## src/ssmd_pkg.sv

```systemverilog
package ssmd_pkg;

  localparam int unsigned NUM_DIGITS = 4;
  localparam int unsigned DIGIT_IDX_W = $clog2(NUM_DIGITS);
  localparam int unsigned PATTERN_W = 8;
  localparam int unsigned BCD_W = 4;
  localparam int unsigned VALUE_W = 16;

  // Decimal point segment within a digit pattern.
  localparam logic [PATTERN_W-1:0] DP_BIT = 8'd8;
  localparam logic [VALUE_W-1:0] RADIX = 16'd10;

  // Reciprocal constants: q = (v * RECIP) >> SHIFT is exact for every 16-bit v.
  localparam int unsigned PROD_W = 33;
  localparam logic [16:0] RECIP_10 = 17'd52429;
  localparam int unsigned SHIFT_10 = 19;
  localparam logic [16:0] RECIP_100 = 17'd83887;
  localparam int unsigned SHIFT_100 = 23;
  localparam logic [16:0] RECIP_1000 = 17'd67109;
  localparam int unsigned SHIFT_1000 = 26;
  localparam logic [16:0] RECIP_10000 = 17'd107375;
  localparam int unsigned SHIFT_10000 = 30;

  // Quotient widths: v/10 <= 6553, v/100 <= 655, v/1000 <= 65, v/10000 <= 6.
  localparam int unsigned Q1_W = 13;
  localparam int unsigned Q2_W = 10;
  localparam int unsigned Q3_W = 7;
  localparam int unsigned Q4_W = 3;

  typedef logic [PATTERN_W-1:0] pattern_t;
  typedef logic [BCD_W-1:0] bcd_t;

  typedef enum logic [1:0] {
    CFG_DISPLAY_ENABLE = 2'd0,
    CFG_LEADING_ZEROS  = 2'd1,
    CFG_DP_DIGIT       = 2'd2
  } cfg_index_t;

  typedef enum logic {
    OP_TICK = 1'b0,
    OP_LOAD = 1'b1
  } op_t;

  function automatic pattern_t seg_lookup(input bcd_t digit);
    pattern_t pat;
    case (digit)
      4'd0:    pat = 8'd231;
      4'd1:    pat = 8'd36;
      4'd2:    pat = 8'd179;
      4'd3:    pat = 8'd182;
      4'd4:    pat = 8'd116;
      4'd5:    pat = 8'd214;
      4'd6:    pat = 8'd215;
      4'd7:    pat = 8'd164;
      4'd8:    pat = 8'd247;
      4'd9:    pat = 8'd246;
      default: pat = 8'd0;
    endcase
    return pat;
  endfunction

endpackage

```

## src/seven_segment_mux_display.sv

```systemverilog
// Channel    Dir  Handshake            Payload
// s_*        in   s_tvalid / s_tready  tuser = op, tdata = load_value
// m_*        out  m_tvalid / m_tready  tdata = digit_enable, segment_drive
// cfg_*      in   cfg_valid / cfg_ready  cfg_index, cfg_data
//
// One item per cycle is sustained while ticks can leave; a tick waits in the
// quotient register while the output register is full and not being emptied.
// An item passes the input register and the quotient register, then either
// updates the digit patterns (load) or lands in the output register (tick).
// A load produces no output transfer. Reset is synchronous and clears the
// pipeline, the scan index, the stored patterns and the configuration registers.
// When the output stalls, the pipeline keeps accepting until each stage holds an item.
module seven_segment_mux_display (
  input  logic        clk,
  input  logic        rst,
  // Input stream.
  input  logic        s_tvalid,
  output logic        s_tready,
  input  logic [15:0] s_tdata,   // [15:0] load_value
  input  logic        s_tuser,   // [0] op: 0 scan tick, 1 load
  // Output stream.
  output logic        m_tvalid,
  input  logic        m_tready,
  output logic [15:0] m_tdata,   // [3:0] digit_enable, [11:4] segment_drive, [15:12] zero
  // Configuration writes.
  input  logic        cfg_valid,
  output logic        cfg_ready,
  input  logic [1:0]  cfg_index,
  input  logic [2:0]  cfg_data
);
  import ssmd_pkg::*;

  // Configuration registers. They are only read when a load finishes
  // encoding, so a write affects the next load.
  logic                 display_enable;
  logic                 leading_zeros_shown;
  logic [2:0]           dp_digit;

  // Stage A: input register.
  logic                 a_valid;
  logic                 a_op;
  logic [VALUE_W-1:0]   a_value;

  // Stage B: value plus its quotients by 10, 100, 1000 and 10000.
  logic                 b_valid;
  logic                 b_op;
  logic [VALUE_W-1:0]   b_value;
  logic [Q1_W-1:0]      b_q1;
  logic [Q2_W-1:0]      b_q2;
  logic [Q3_W-1:0]      b_q3;
  logic [Q4_W-1:0]      b_q4;

  // Display state.
  pattern_t             digit_patterns [NUM_DIGITS];
  logic [DIGIT_IDX_W-1:0] scan_index;
  logic [DIGIT_IDX_W-1:0] scan_index_next;

  // Output register.
  logic [NUM_DIGITS-1:0] digit_enable;
  pattern_t             segment_drive;

  // Handshake chain. A load in stage B always retires; a tick needs a free
  // output register, or one that is being emptied in this cycle.
  logic                 b_go;
  logic                 b_ready;
  logic                 a_ready;

  assign b_go     = b_valid && ((b_op == OP_LOAD) || !m_tvalid || m_tready);
  assign b_ready  = !b_valid || b_go;
  assign a_ready  = !a_valid || b_ready;
  assign s_tready = a_ready;
  assign cfg_ready = 1'b1;

  assign m_tdata = {4'd0, segment_drive, digit_enable};

  // Configuration port. Indexes past the register list are dropped.
  always_ff @(posedge clk) begin
    if (rst) begin
      display_enable      <= 1'b0;
      leading_zeros_shown <= 1'b0;
      dp_digit            <= 3'd4;
    end else if (cfg_valid && cfg_ready) begin
      unique case (cfg_index_t'(cfg_index))
        CFG_DISPLAY_ENABLE: display_enable      <= cfg_data[0];
        CFG_LEADING_ZEROS:  leading_zeros_shown <= cfg_data[0];
        CFG_DP_DIGIT:       dp_digit            <= cfg_data;
        default: begin
        end
      endcase
    end
  end

  // Stage A.
  always_ff @(posedge clk) begin
    if (rst) begin
      a_valid <= 1'b0;
    end else if (a_ready) begin
      a_valid <= s_tvalid;
    end
  end

  always_ff @(posedge clk) begin
    if (a_ready && s_tvalid) begin
      a_op    <= s_tuser;
      a_value <= s_tdata;
    end
  end

  // Quotients by constant reciprocal multiplication. Each one is taken
  // straight from the value, so the four products are independent.
  logic [PROD_W-1:0] prod_10;
  logic [PROD_W-1:0] prod_100;
  logic [PROD_W-1:0] prod_1000;
  logic [PROD_W-1:0] prod_10000;

  always_comb begin
    prod_10    = PROD_W'(a_value) * PROD_W'(RECIP_10);
    prod_100   = PROD_W'(a_value) * PROD_W'(RECIP_100);
    prod_1000  = PROD_W'(a_value) * PROD_W'(RECIP_1000);
    prod_10000 = PROD_W'(a_value) * PROD_W'(RECIP_10000);
  end

  // Stage B.
  always_ff @(posedge clk) begin
    if (rst) begin
      b_valid <= 1'b0;
    end else if (b_ready) begin
      b_valid <= a_valid;
    end
  end

  always_ff @(posedge clk) begin
    if (b_ready && a_valid) begin
      b_op    <= a_op;
      b_value <= a_value;
      b_q1    <= prod_10[SHIFT_10 +: Q1_W];
      b_q2    <= prod_100[SHIFT_100 +: Q2_W];
      b_q3    <= prod_1000[SHIFT_1000 +: Q3_W];
      b_q4    <= prod_10000[SHIFT_10000 +: Q4_W];
    end
  end

  // Digit extraction: each digit is a quotient minus ten times the next one.
  // The remainders are below ten, so the low four bits hold them exactly.
  logic [VALUE_W-1:0] rem0;
  logic [VALUE_W-1:0] rem1;
  logic [VALUE_W-1:0] rem2;
  logic [VALUE_W-1:0] rem3;
  bcd_t               dec [NUM_DIGITS];
  logic               leading [NUM_DIGITS];
  pattern_t           encoded [NUM_DIGITS];

  always_comb begin
    rem0 = b_value - VALUE_W'(b_q1) * RADIX;
    rem1 = VALUE_W'(b_q1) - VALUE_W'(b_q2) * RADIX;
    rem2 = VALUE_W'(b_q2) - VALUE_W'(b_q3) * RADIX;
    rem3 = VALUE_W'(b_q3) - VALUE_W'(b_q4) * RADIX;
    dec[0] = rem0[BCD_W-1:0];
    dec[1] = rem1[BCD_W-1:0];
    dec[2] = rem2[BCD_W-1:0];
    dec[3] = rem3[BCD_W-1:0];

    // A digit is a leading zero when it and every digit above it are zero.
    // The units digit never counts as leading.
    leading[3] = (dec[3] == '0);
    leading[2] = leading[3] && (dec[2] == '0);
    leading[1] = leading[2] && (dec[1] == '0);
    leading[0] = 1'b0;

    for (int i = 0; i < NUM_DIGITS; i++) begin
      if (!display_enable) begin
        encoded[i] = '0;
      end else begin
        encoded[i] = (!leading_zeros_shown && leading[i]) ? '0 : seg_lookup(dec[i]);
        if (dp_digit == 3'(i)) begin
          encoded[i] = encoded[i] | DP_BIT;
        end
      end
    end
  end

  assign scan_index_next = scan_index + 1'b1;

  // Display state: a load rewrites all four patterns and restarts the scan.
  always_ff @(posedge clk) begin
    if (rst) begin
      scan_index <= '0;
      for (int i = 0; i < NUM_DIGITS; i++) begin
        digit_patterns[i] <= '0;
      end
    end else if (b_go) begin
      if (b_op == OP_LOAD) begin
        scan_index <= '0;
        for (int i = 0; i < NUM_DIGITS; i++) begin
          digit_patterns[i] <= encoded[i];
        end
      end else begin
        scan_index <= scan_index_next;
      end
    end
  end

  // Output register. A tick lights only the newly selected digit, which
  // turns off the previous one; segments are driven active low.
  always_ff @(posedge clk) begin
    if (rst) begin
      m_tvalid <= 1'b0;
    end else if (b_go && (b_op == OP_TICK)) begin
      m_tvalid <= 1'b1;
    end else if (m_tready) begin
      m_tvalid <= 1'b0;
    end
  end

  always_ff @(posedge clk) begin
    if (b_go && (b_op == OP_TICK)) begin
      digit_enable  <= NUM_DIGITS'(1) << scan_index_next;
      segment_drive <= ~digit_patterns[scan_index_next];
    end
  end

  // A valid result always lights exactly one digit.
  assert property (@(posedge clk) disable iff (rst)
    m_tvalid |-> $onehot(m_tdata[3:0]))
    else $error("digit enable is not one-hot");

  // A completed load restarts the scan at digit zero.
  assert property (@(posedge clk) disable iff (rst)
    (b_go && (b_op == OP_LOAD)) |=> (scan_index == '0))
    else $error("scan index not restarted by load");

  // A load with the display disabled leaves every pattern dark.
  assert property (@(posedge clk) disable iff (rst)
    (b_go && (b_op == OP_LOAD) && !display_enable) |=>
      ((digit_patterns[0] == '0) && (digit_patterns[1] == '0) &&
       (digit_patterns[2] == '0) && (digit_patterns[3] == '0)))
    else $error("disabled load stored a lit pattern");

  // A retired tick shows the digit the scan index now points at.
  assert property (@(posedge clk) disable iff (rst)
    (b_go && (b_op == OP_TICK)) |=>
      (m_tvalid && (m_tdata[3:0] == (NUM_DIGITS'(1) << scan_index))))
    else $error("output digit does not follow scan index");

endmodule

```

## config.mk

```make
export PLATFORM = sky130hd
export DESIGN_NAME = seven_segment_mux_display
export DESIGN_NICKNAME = d
export VERILOG_FILES = /design/src/ssmd_pkg.sv /design/src/seven_segment_mux_display.sv
export SDC_FILE = /design/constraint.sdc
export NUM_CORES = 1
export LEC_CHECK = 0
export ABC_AREA = 1
export ABC_CLOCK_PERIOD_IN_PS = 7800
export BUFFER_PORTS_ARGS = -buffer_cell sky130_fd_sc_hd__buf_2
export CAP_MARGIN = 25
export CORE_ASPECT_RATIO = 1.75
export CORE_MARGIN = 8
export CORE_UTILIZATION = 48
export CTS_CLUSTER_SIZE = 24
export DETAILED_ROUTE_END_ITERATION = 6
export PLACE_DENSITY = 0.68
export SLEW_MARGIN = 15
export SYNTH_ARGS = -nofsm -noshare
export SYNTH_HDL_FRONTEND = slang
export SYNTH_SLANG_ARGS = --single-unit
```

## constraint.sdc

```tcl
create_clock -name clk -period 7.8 [get_ports clk]
set_input_delay 1.56 -clock clk [delete_from_list [all_inputs] [get_ports clk]]
set_output_delay 1.56 -clock clk [all_outputs]
set_load 0.02 [all_outputs]
```

After elaboration in Yosys (flattened, before gate mapping)
Memories as Yosys holds them, arrays and structs flattened.
Cells that the tools add are included.
Operators by class
  add/sub/neg operators: 5
  $mul: 8
  equal/unequal tests: 5
  shifts and indexed selects: 1
  mux-type cells: 24
  bitwise gates (word level): 6
  reductions and logical operators: 26
Operator list (number)
  multiplier 16 x 17 -> 33 bit (second input constant): 3
  2-to-1 mux 8 bit: 11
  multiplier 16 x 16 -> 32 bit (second input constant): 1
  2-to-1 mux 4 bit: 4
  subtractor 4 bit: 4
  multiplier 13 x 3 -> 3 bit (second input constant): 1
  logical NOT 4 bit: 3
  multiplier 10 x 3 -> 3 bit (second input constant): 1
  logical AND 1 bit: 9
  2-to-1 mux 1 bit: 8
  NOT 8 bit: 1
  multiplier 7 x 3 -> 3 bit (second input constant): 1
  equality test 3 x 2 -> 1 bit (second input constant): 2
  AND reduction 2 bit: 3
  logical NOT 1 bit: 4
  logical OR 1 bit: 4
  bitwise OR 1 bit: 4
  left shift 1 x 2 -> 4 bit (first input constant): 1
  equality test 3 x 1 -> 1 bit (second input constant): 1
  logical NOT 3 bit: 1
  multiplier 3 x 3 -> 3 bit (second input constant): 1
  adder 2 x 1 -> 2 bit (second input constant): 1
  equality test 2 x 1 -> 1 bit (second input constant): 1
  equality test 2 bit (second input constant): 1
  other kinds (4): 4
Word-level totals
  register bits: 77
  bits in writable memories: 32
  bits in read-only memories: 448
  input port bits: 27
  output and inout port bits: 19
  logic and storage cells: 97
  memories kept: 5
Memories
  (no name shown): depth 16, bits a word 7, rd ports 1, clocked after Yosys merged registers in 0, write ports 0, line ssmd_pkg.sv:46  | case (digit)
  (no name shown): depth 16, bits a word 7, rd ports 1, clocked after Yosys merged registers in 0, write ports 0, line ssmd_pkg.sv:46
  (no name shown): depth 16, bits a word 7, rd ports 1, clocked after Yosys merged registers in 0, write ports 0, line ssmd_pkg.sv:46
  (no name shown): depth 16, bits a word 7, rd ports 1, clocked after Yosys merged registers in 0, write ports 0, line ssmd_pkg.sv:46
  digit_patterns: depth 4, bits a word 8, rd ports 1, clocked after Yosys merged registers in 0, write ports 4, line seven_segment_mux_display.sv:54  | pattern_t digit_patterns [NUM_DIGITS];

Longest topological paths before layout
Gate-level depths: netlist (run 1).
  depth in word-level cells: 10
  mapped depth: 23
  depth with buffers taken out: 23

Worst setup path before layout (run 1)
OpenSTA, ideal clock, no wires.
  kind: reg-to-reg
  from: register a_value[10]
  to: register b_q4[2] (data pin)
  setup time: 252 ps
  data arrival time: 4819 ps
  required time: 7548 ps
  setup slack: 2729 ps
  cell stages (with the launch flop): 22
  path buffers: 0
  period minus slack after synthesis: 5071 ps
  cell sequence: edfxtp_1 > ha_1 > inv_1 > fa_1 > fa_1 > inv_1 > fa_1 > inv_1 > fa_1 > fa_1 > inv_1 > ha_1 > nand2_1 > inv_1 > nand2_1 > nand2_1 > nand2_1 > nand3_1 > a21oi_1 > nand2_1 > nand2_1 > nand2_1
On the way
  longest elaborated chain between the ends: 1
Ends and longest elaborated chain
  start: declaration: line seven_segment_mux_display.sv:42  | logic [VALUE_W-1:0] a_value;
  start signal: assignment: line seven_segment_mux_display.sv:105  | a_value <= s_tdata;
  multiplier 16 x 17 -> 33 bit: line seven_segment_mux_display.sv:120  | prod_10000 = PROD_W'(a_value) * PROD_W'(RECIP_10000);
  named net prod_10000[32]: line seven_segment_mux_display.sv:114  | logic [PROD_W-1:0] prod_10000;
  end signal: assignment: line seven_segment_mux_display.sv:139  | b_q4 <= prod_10000[SHIFT_10000 +: Q4_W];
  end: declaration: line seven_segment_mux_display.sv:51  | logic [Q4_W-1:0] b_q4;
The timed path passes the listed nets, and every way through them passes these cells.
A chain may end at the register's enable or synchronous reset.

Final worst setup path (run 1)
  from: register a_value[7]
  to: register b_q2[2] (data pin)
On the way
  longest elaborated chain between the ends: 1
Ends and longest elaborated chain
  multiplier 16 x 17 -> 33 bit: line seven_segment_mux_display.sv:118  | prod_100 = PROD_W'(a_value) * PROD_W'(RECIP_100);
  named net prod_100[25]: line seven_segment_mux_display.sv:112  | logic [PROD_W-1:0] prod_100;
  end signal: assignment: line seven_segment_mux_display.sv:137  | b_q2 <= prod_100[SHIFT_100 +: Q2_W];
  end: declaration: line seven_segment_mux_display.sv:49  | logic [Q2_W-1:0] b_q2;
The timed path passes the listed nets, and every way through them passes these cells.

==> flow_summary.json, run 1 <==
{
  "grt_first_pass_wirelength_mm": 85.8,
  "synth_seq_cells": 91,
  "place.gp.congestion": 1.02,
  "worst_ep_required_time_ns": 7.93,
  "clk_pin_slew_worst_paths_ns": 0.08,
  "status": "completed",
  "die_h_um": 284,
  "hpwl_mm": 48.2,
  "cts-htree-levels": 3,
  "clkLatencyLatePin_ns": 0.38,
  "synthToLayoutAreaGrowth_pct": 6.45,
  "drc": 0,
  "ys_seq_area_share_pct": 13.4,
  "nFillCells": 3822,
  "endpoint_kind": "register",
  "io_buffers": 40,
  "rsz0062_at_grt": "false",
  "clock_path_buffers": 2,
  "finalSetupTns_ns": 0,
  "first_global_vias": 16000,
  "synthCells": 2171,
  "async_flop_share_pct": 0,
  "synth_flop_cell": "edfxtp_1",
  "routedWlPerCell_um": 19.7,
  "clkSinkCount": 91,
  "critPathLaunchType": "register",
  "wirelength_mm": 54.9,
  "tightest_slew_ns": 1.04,
  "worstPathArrival_ns": 6.27,
  "core_region_area_um2": 40600,
  "drv_cap": 0,
  "die_area_um2": 47900,
  "grt_max_degree": 33,
  "drtIter0Drc": 568,
  "synth_edf_count": 81,
  "detail_route.first_pass.iterations": 7,
  "num-nets-final": 2959,
  "grt-ovfl-total": 0,
  "rows": 98,
  "vias_per_cell": 5.24,
  "post_cts_resized": 0,
  "die_x_um": 169,
  "yosysUniqueCellTypes": 46,
  "max_freq_mhz": 163,
  "grt_usage_pct": 23.6,
  "clock_skew_ns": 0.0312,
  "cts_setup_buffers": 0,
  "finalMaxSlewViolations": 0,
  "ff2ff_setup_slack_ns": 1.66,
  "synth.avg_cell_area_um2": 9.06,
  "start_util_pct": 48.4,
  "path_class": "reg -> reg",
  "yosysWarnings": 0,
  "crit_fanout": 14,
  "hold_violations": 0,
  "drtAntennaViolNets": 0,
  "antenna_found_initial": 2,
  "setup_viol": 0,
  "layout_min_cycle_time_ns": 6.14,
  "vias": 14600,
  "slew_headroom_pct": 30.7,
  "ctsRootBufferMaster": "clkbuf_16",
  "cts_tree": "yes",
  "cts_buffers": 9,
  "drive_above_1_share_pct": 4.07,
  "post-route-period-util_pct": 78.7,
  "ios": 46,
  "hold_class": "reg -> reg",
  "syn_area_um2": 19700,
  "cts_hold_buf": 0
}
==> cells in the mapped netlist, types with 2 or more instances <==
master    count  share of area, %
edfxtp_1     81                12
nand4_1      23              0.73
and2_1        2             0.064
nor3_1       10              0.25
inv_1       581                11
o21ai_0      49               1.2
o221ai_1      8              0.36
o21bai_1      9              0.34
a21boi_0      8              0.31
dfxtp_1      10               1.0
nand3_1      50               1.3
or2_2        10              0.32
nand3b_1      5              0.19
o22a_1        8              0.36
o21a_1        3              0.11
a21o_1       10              0.38
xor2_1       12              0.53
nor4_1        8              0.25
conb_1        2             0.038
a21oi_1     105               2.7
nor2_1       87               1.7
buf_4         5              0.19
fa_1        301                31
nand2_1     351               6.7
ha_1        398                25
xnor2_1      14              0.62
a31oi_1       2             0.064
==> registers in the layout (all words and copies together), names as in the netlist, 4 cells and up <==
register and flops:
digit_patterns 32, a_value 16, segment_drive 8, b_q1 4, b_q2 4, b_q3 4, b_value 4, digit_enable 4
==> kinds of logic (layout without fill, tap and decap cells) <==
kind of cell,Yosys count,in the layout,synth area share [%]
compound gates,207,207,6.06
buf+inv,590,654,11.4
other cells,2,7,0.0382
flops,91,91,13.4
simple gates,554,554,11.8
xor+xnor,28,28,1.32
fa+ha+maj,699,699,56.0
==> stage by stage <==
step	cell area, um2	utilization (%)	hold WS [ns]	setup WS (ns)	instances
2_1_floorplan	19700	-	0.400	2.73	2174
3_3_place_gp	20600	50.8	0.401	1.74	2772
3_5_place_dp	20600	50.8	0.422	1.69	2772
4_1_cts	20900	51.6	0.442	1.68	2788
5_1_grt	20900	51.6	0.450	1.45	2788
6_report	20900	51.6	0.438	1.66	2790
==> critical path, cell delays in order, from the launching register on <==
cell      delay, ns
edfxtp_1       0.82
ha_1           0.94
inv_1          0.33
fa_1           0.57
inv_1          0.05
fa_1           0.48
inv_1          0.06
fa_1           0.51
fa_1           0.52
fa_1           0.54
inv_1          0.04
ha_1           0.31
nand2_1        0.10
inv_1          0.08
a21boi_0       0.18
nand2_1        0.08
nand2_1        0.07
nand3_1        0.07
nand2_1        0.07
nand2_1        0.04
==> per-layer routing <==
metal	GRT usage (%)	wire [um]	vias to the layer above
met2	45.7	30100	344
met5	0	0	-
li1	-	-	6909
met4	17.8	4930	0
met3	2.85	1750	183
met1	21.8	18200	7194
==> cell type report <==
type                       count  area [um2]  share of cell area (%)
clock buffer                   9         225                    1.08
multi-input combinational   1493       14800                    70.7
timing repair buffer          55         313                    1.49
antenna                        2        5.00                  0.0239
clock inverter                 7        76.3                   0.365
sequential                    91        2630                    12.6
tap                          550         688                    3.29
inverter                     583        2190                    10.5
==> worst paths after layout <==
| path | startpoint | to | cells past startpoint |
|---|---|---|---|
| max | a_value[7]$_DFFE_PP_ | b_q2[2]$_DFFE_PP_ | 19 |
| min reg2reg | a_op$_DFFE_PP_ | b_op$_DFFE_PP_ | 0 |
| min | a_op$_DFFE_PP_ | b_op$_DFFE_PP_ | 0 |
| max reg2reg | a_value[7]$_DFFE_PP_ | b_q2[2]$_DFFE_PP_ | 19 |
==> placed cells by master, fill, tap and decap left out, types with 40 or more instances in the layout <==
cell	count
a21oi_1	105
buf_2	40
edfxtp_1	81
fa_1	301
ha_1	398
inv_1	581
nand2_1	351
nand3_1	50
nor2_1	86
o21ai_0	49
Power of run 1 is left out: the tool's default activity adds up to more than one toggle a clock period on the data nets, which glitch-free logic cannot reach.
==> run 2, diff against run 1 <==
--- a/config.mk
+++ b/config.mk
@@ -6,7 +6,7 @@
 export NUM_CORES = 1
 export LEC_CHECK = 0
 export ABC_AREA = 1
-export ABC_CLOCK_PERIOD_IN_PS = 7800
+export ABC_CLOCK_PERIOD_IN_PS = 5100
 export BUFFER_PORTS_ARGS = -buffer_cell sky130_fd_sc_hd__buf_2
 export CAP_MARGIN = 25
 export CORE_ASPECT_RATIO = 1.75
@@ -14,7 +14,7 @@
 export CORE_UTILIZATION = 48
 export CTS_CLUSTER_SIZE = 24
 export DETAILED_ROUTE_END_ITERATION = 6
-export PLACE_DENSITY = 0.68
+export PLACE_DENSITY = 0.7
 export SLEW_MARGIN = 15
 export SYNTH_ARGS = -nofsm -noshare
 export SYNTH_HDL_FRONTEND = slang
==> constraint.sdc (replaced) <==
create_clock -name clk -period 5.1 [get_ports clk]
set_input_delay 1.02 -clock clk [delete_from_list [all_inputs] [get_ports clk]]
set_output_delay 1.02 -clock clk [all_outputs]
set_load 0.02 [all_outputs]
==> run 2 against run 1 <==
Compared with the run above: design area rose by 11%; first-iteration DRC count rose by 12%; register-to-register slack got worse by 1.6 ns.
==> flow_summary.json, run 2 (synthesis gave the netlist of run 1 again) <==
{
  "status": "completed",
  "num-nets-final": 3129,
  "slowest_stage": "fa_1",
  "critPathBufInv": 5,
  "clock_path_buffers": 2,
  "mostFrequentLayoutCells": "inv_1 (553), ha_1 (345), nand2_1 (334)",
  "multi_input_area_um2": 15800,
  "hold_violations": 0,
  "cts_buffers": 9,
  "setup_slack_ns": 0.0351,
  "hpwl_mm": 53.5,
  "core_region_area_um2": 40600,
  "routedWlPerCell_um": 20.8,
  "vias_per_cell": 5.23,
  "clock_skew_ns": 0.0349,
  "hold_class": "reg -> reg",
  "die_area_um2": 47900,
  "utilization_pct": 57.4,
  "path_class": "reg -> reg",
  "critPathLaunchType": "register",
  "top_register": "digit_patterns",
  "placed_area_um2": 21700,
  "drtIter0Drc": 636,
  "nFillCells": 3558,
  "ios": 46,
  "start_util_pct": 48.4,
  "layout_min_cycle_time_ns": 5.06,
  "cpMostUsedCell": "fa_1",
  "die_h_um": 284,
  "endpoint_kind": "register",
  "cpLargestDelayFamily": "adder cells",
  "wirelength_mm": 61.7,
  "max_stage_delay_ns": 0.56,
  "grt-ovfl-total": 0,
  "crit_fanout": 4,
  "tightest_slew_ns": 1.02,
  "finalMaxSlewViolations": 0,
  "final_area_um2": 23300,
  "detail_route.first_pass.iterations": 5,
  "die_x_um": 169,
  "drive_above_1_share_pct": 17.6,
  "worst_ep_required_time_ns": 5.22,
  "clk_pin_slew_worst_paths_ns": 0.11,
  "post-route-period-util_pct": 99.3,
  "layout_commonest_cell": "inv_1",
  "place.gp.congestion": 1.05,
  "seq_area_um2": 2630,
  "slew_headroom_pct": 31.8,
  "path_depth": 17,
  "largest_register_ffs": 32,
  "drv_cap": 0,
  "crit_chain": "buf_4, fa_1, inv_2, fa_1, inv_1, fa_1, fa_1, inv_1, fa_1, inv_2, fa_1, ha_4, nand2_4, nor4_2, nand3_1, nand4_1, nand2_1",
  "top_regs": "digit_patterns: 32 flops, a_value: 16 flops, segment_drive: 8 flops",
  "io_buffers": 40,
  "drc": 0,
  "grt_max_degree": 23,
  "min_path_cells": 0,
  "reg2reg_from": "a_value[4]$_DFFE_PP_",
  "rsz0062_at_grt": "true",
  "first_global_vias": 16900,
  "drtAntennaViolNets": 0,
  "antenna_found_initial": 2,
  "grt_usage_pct": 25.7,
  "cts-htree-levels": 3,
  "worstPathArrival_ns": 5.18,
  "rows": 98,
  "setup_viol": 0,
  "rr_worst_depth": 17,
  "max_freq_mhz": 197,
  "grt_first_pass_wirelength_mm": 92.2,
  "vias": 15500,
  "finalSetupTns_ns": 0,
  "dp_slack_ns": -0.265,
  "hp-start": "a_op$_DFFE_PP_",
  "clkLatencyLatePin_ns": 0.39,
  "crit_start": "a_value[4]$_DFFE_PP_",
  "synthToLayoutAreaGrowth_pct": 18.5,
  "cts_tree": "yes",
  "ctsRootBufferMaster": "clkbuf_16",
  "clkSinkCount": 91
}
## run 2: repair_timing
item                       in CTS  in global routing
setup buffers                  11                 20
setup endpoints to repair      13                 15
resized for setup              42                167
gates cloned                    0                  0
pin swaps                      24                116
hold buffers                    0                  0
## run 2: final timing paths
check | to | slack (ns)
worst max-delay path | b_q2[0]$_DFFE_PP_ | 0.04
worst min register to register | b_op$_DFFE_PP_ | 0.44
worst min-delay path | b_op$_DFFE_PP_ | 0.44
worst max register to register | b_q2[0]$_DFFE_PP_ | 0.04
## run 2: area by class of cell
cell class | count | area share (%)
diodes | 1 | 0.0107
clock buffers | 9 | 0.966
clock inverters | 7 | 0.349
inverters | 583 | 9.40
multi-input cells | 1493 | 67.7
flip-flops and latches | 91 | 11.3
well taps | 550 | 2.95
repair buffers | 225 | 7.34
## run 2: routing by layer
layer / global-route usage, % / share of wire [%]
met3: 2.58 / 2.9
met5: 0 / 0
met2: 49.3 / 54
met4: 20.3 / 10
met1: 24.1 / 33
## run 2: per-stage QoR
step,cells,hold WS (ns)
final,2959,0.438
after global routing,2958,0.458
after CTS,2938,0.442
after detailed placement,2911,0.421
after global placement,2910,0.405
after floorplan,2174,0.400
Power of run 2 is left out for the same reason.
==> run 3, diff against run 2 <==
--- a/config.mk
+++ b/config.mk
@@ -6,12 +6,12 @@
 export NUM_CORES = 1
 export LEC_CHECK = 0
 export ABC_AREA = 1
-export ABC_CLOCK_PERIOD_IN_PS = 5100
+export ABC_CLOCK_PERIOD_IN_PS = 6100
 export BUFFER_PORTS_ARGS = -buffer_cell sky130_fd_sc_hd__buf_2
 export CAP_MARGIN = 25
 export CORE_ASPECT_RATIO = 1.75
 export CORE_MARGIN = 8
-export CORE_UTILIZATION = 48
+export CORE_UTILIZATION = 50
 export CTS_CLUSTER_SIZE = 24
 export DETAILED_ROUTE_END_ITERATION = 6
 export PLACE_DENSITY = 0.7
==> constraint.sdc (replaced) <==
create_clock -name clk -period 6.1 [get_ports clk]
set_input_delay 1.22 -clock clk [delete_from_list [all_inputs] [get_ports clk]]
set_output_delay 1.22 -clock clk [all_outputs]
set_load 0.02 [all_outputs]
==> run 3 against run 2 <==
Compared with the run above: utilization fell by 3.3 points; wire length down 7.4%; clock-buffer cell count stayed put.
==> flow_summary.json, run 3 (synthesis gave the netlist of run 1 again) <==
{
  "status": "completed",
  "hold_class": "reg -> reg",
  "rsz0062_at_grt": "false",
  "endpoint_kind": "register",
  "utilization_pct": 54.1,
  "ff2ff_setup_slack_ns": 0.34,
  "setup_viol": 0,
  "dp_slack_ns": 0.308,
  "crit_fanout": 7,
  "drc": 0,
  "start_util_pct": 50.4,
  "r2r-end": "b_q4[1]$_DFFE_PP_",
  "drtAntennaViolNets": 0,
  "reg2reg_from": "a_value[14]$_DFFE_PP_",
  "hold_violations": 0,
  "layout_commonest_cell": "inv_1",
  "detail_route.first_pass.iterations": 5,
  "drive_above_1_share_pct": 5.63,
  "io_buffers": 40,
  "vias": 14900,
  "largest_register_ffs": 32,
  "wirelength_mm": 57.1,
  "powerDensity_nw_per_um2": 553,
  "mostFrequentLayoutCells": "inv_1 (580), ha_1 (398), nand2_1 (351)",
  "clkSinkCount": 91,
  "layout_min_cycle_time_ns": 5.76,
  "top_register": "digit_patterns",
  "slew_headroom_pct": 38.1,
  "post-route-period-util_pct": 94.4,
  "clock_path_buffers": 2,
  "place.gp.congestion": 1.03,
  "post_cts_resized": 0,
  "num-nets-final": 2994,
  "first_global_vias": 16200,
  "clk_pin_slew_worst_paths_ns": 0.09,
  "die_h_um": 278,
  "path_class": "reg -> reg",
  "min_path_cells": 0,
  "die_x_um": 166,
  "max_freq_mhz": 174,
  "finalSetupTns_ns": 0,
  "routedWlPerCell_um": 20.7,
  "critPathLaunchType": "register",
  "synthToLayoutAreaGrowth_pct": 7.43,
  "cts_buffers": 9,
  "die_area_um2": 46200,
  "power.leakage_nw": 11.6,
  "ctsRootBufferMaster": "clkbuf_16",
  "hp-start": "a_op$_DFFE_PP_",
  "drv_cap": 0,
  "grt-ovfl-total": 0,
  "ios": 46,
  "finalMaxSlewViolations": 0,
  "tightest_slew_ns": 0.928,
  "rr_worst_depth": 22,
  "peakVddDrop_uv": 334,
  "hpwl_mm": 50.5,
  "clkLatencyLatePin_ns": 0.40,
  "grt_first_pass_wirelength_mm": 88.2,
  "cts_tree": "yes",
  "min_to": "b_op$_DFFE_PP_",
  "top_regs": "digit_patterns: 32 flops, a_value: 16 flops, segment_drive: 8 flops",
  "cts_setup_buffers": 0,
  "cts-htree-levels": 3,
  "grt_usage_pct": 25.2,
  "setup_slack_ns": 0.341,
  "clock_skew_ns": 0.0373,
  "worst_ep_required_time_ns": 6.24,
  "grt_max_degree": 33,
  "rows": 96,
  "cts_hold_buf": 0,
  "drtIter0Drc": 659,
  "vias_per_cell": 5.37,
  "antenna_found_initial": 0,
  "worstPathArrival_ns": 5.90,
  "core_region_area_um2": 39000
}
## run 3: changes by cell type in the layout (fill, tap and decap cells not counted), sizes merged
cell	delta
buf	-134
clkbuf	-1
clkinv	-1
clkinvlp	+1
## run 3: per-layer routing
layer	wire, um	vias up	share of wire [%]	GRT usage, %
li1	-	6983	-	-
met1	18600	7306	33	23.5
met2	31400	379	55	49.1
met3	2010	186	3.5	3.11
met4	5110	0	8.9	19.2
met5	0	-	0	0
## run 3: layout make-up
class	count	area (um2)
fillers	3529	17900
multi-input cells	1493	14800
flip-flops and latches	91	2630
inverters	583	2190
well taps	490	613
repair buffers	90	576
clock buffers	9	225
clock inverters	7	76.3
diodes	1	2.50
## run 3: per-stage QoR
stage	cells	hold WS (ns)	total power, mW	cell area [um2]
after floorplan	2174	0.400	8.59	19700
after global placement	2747	0.429	10.8	20800
after detailed placement	2747	0.446	11.0	20800
after CTS	2763	0.466	11.7	21100
after global routing	2763	0.476	13.3	21100
final	2764	0.461	11.7	21100
## run 3: worst max-delay path, stage by stage (launching register included)
cell and delay [ns]:
edfxtp_1 0.45, buf_4 0.21, ha_1 0.50, inv_1 0.27, fa_1 0.58, fa_1 0.58
inv_1 0.07, fa_1 0.53, inv_1 0.05, fa_1 0.51, fa_1 0.55, inv_1 0.04
ha_1 0.32, nand2_1 0.08, inv_1 0.05, nand2_1 0.06, nand2_1 0.04, nand2_1 0.07
nand3_1 0.08, a21oi_1 0.29, nand2_1 0.09, nand2_1 0.06, nand2_1 0.04
## run 3: worst max-delay path by stage
stage                                startpoint                end  slack, ns
final                     a_value[14]$_DFFE_PP_  b_q4[1]$_DFFE_PP_       0.34
after global routing      a_value[14]$_DFFE_PP_  b_q4[1]$_DFFE_PP_       0.07
after CTS                 a_value[14]$_DFFE_PP_  b_q4[1]$_DFFE_PP_       0.27
after detailed placement  a_value[14]$_DFFE_PP_  b_q4[1]$_DFFE_PP_       0.31
after global placement    a_value[14]$_DFFE_PP_  b_q4[1]$_DFFE_PP_       0.28
after floorplan           a_value[10]$_DFFE_PP_  b_q4[2]$_DFFE_PP_       1.03
## run 3: power by group
part	switching [mW]	internal [mW]	total (mW)
combinational	6.24	3.94	10.2
sequential	0.0701	0.815	0.885
clock	0.321	0.293	0.613
total	6.63	5.05	11.7
No activity file was read; power rests on OpenSTA's default activity.
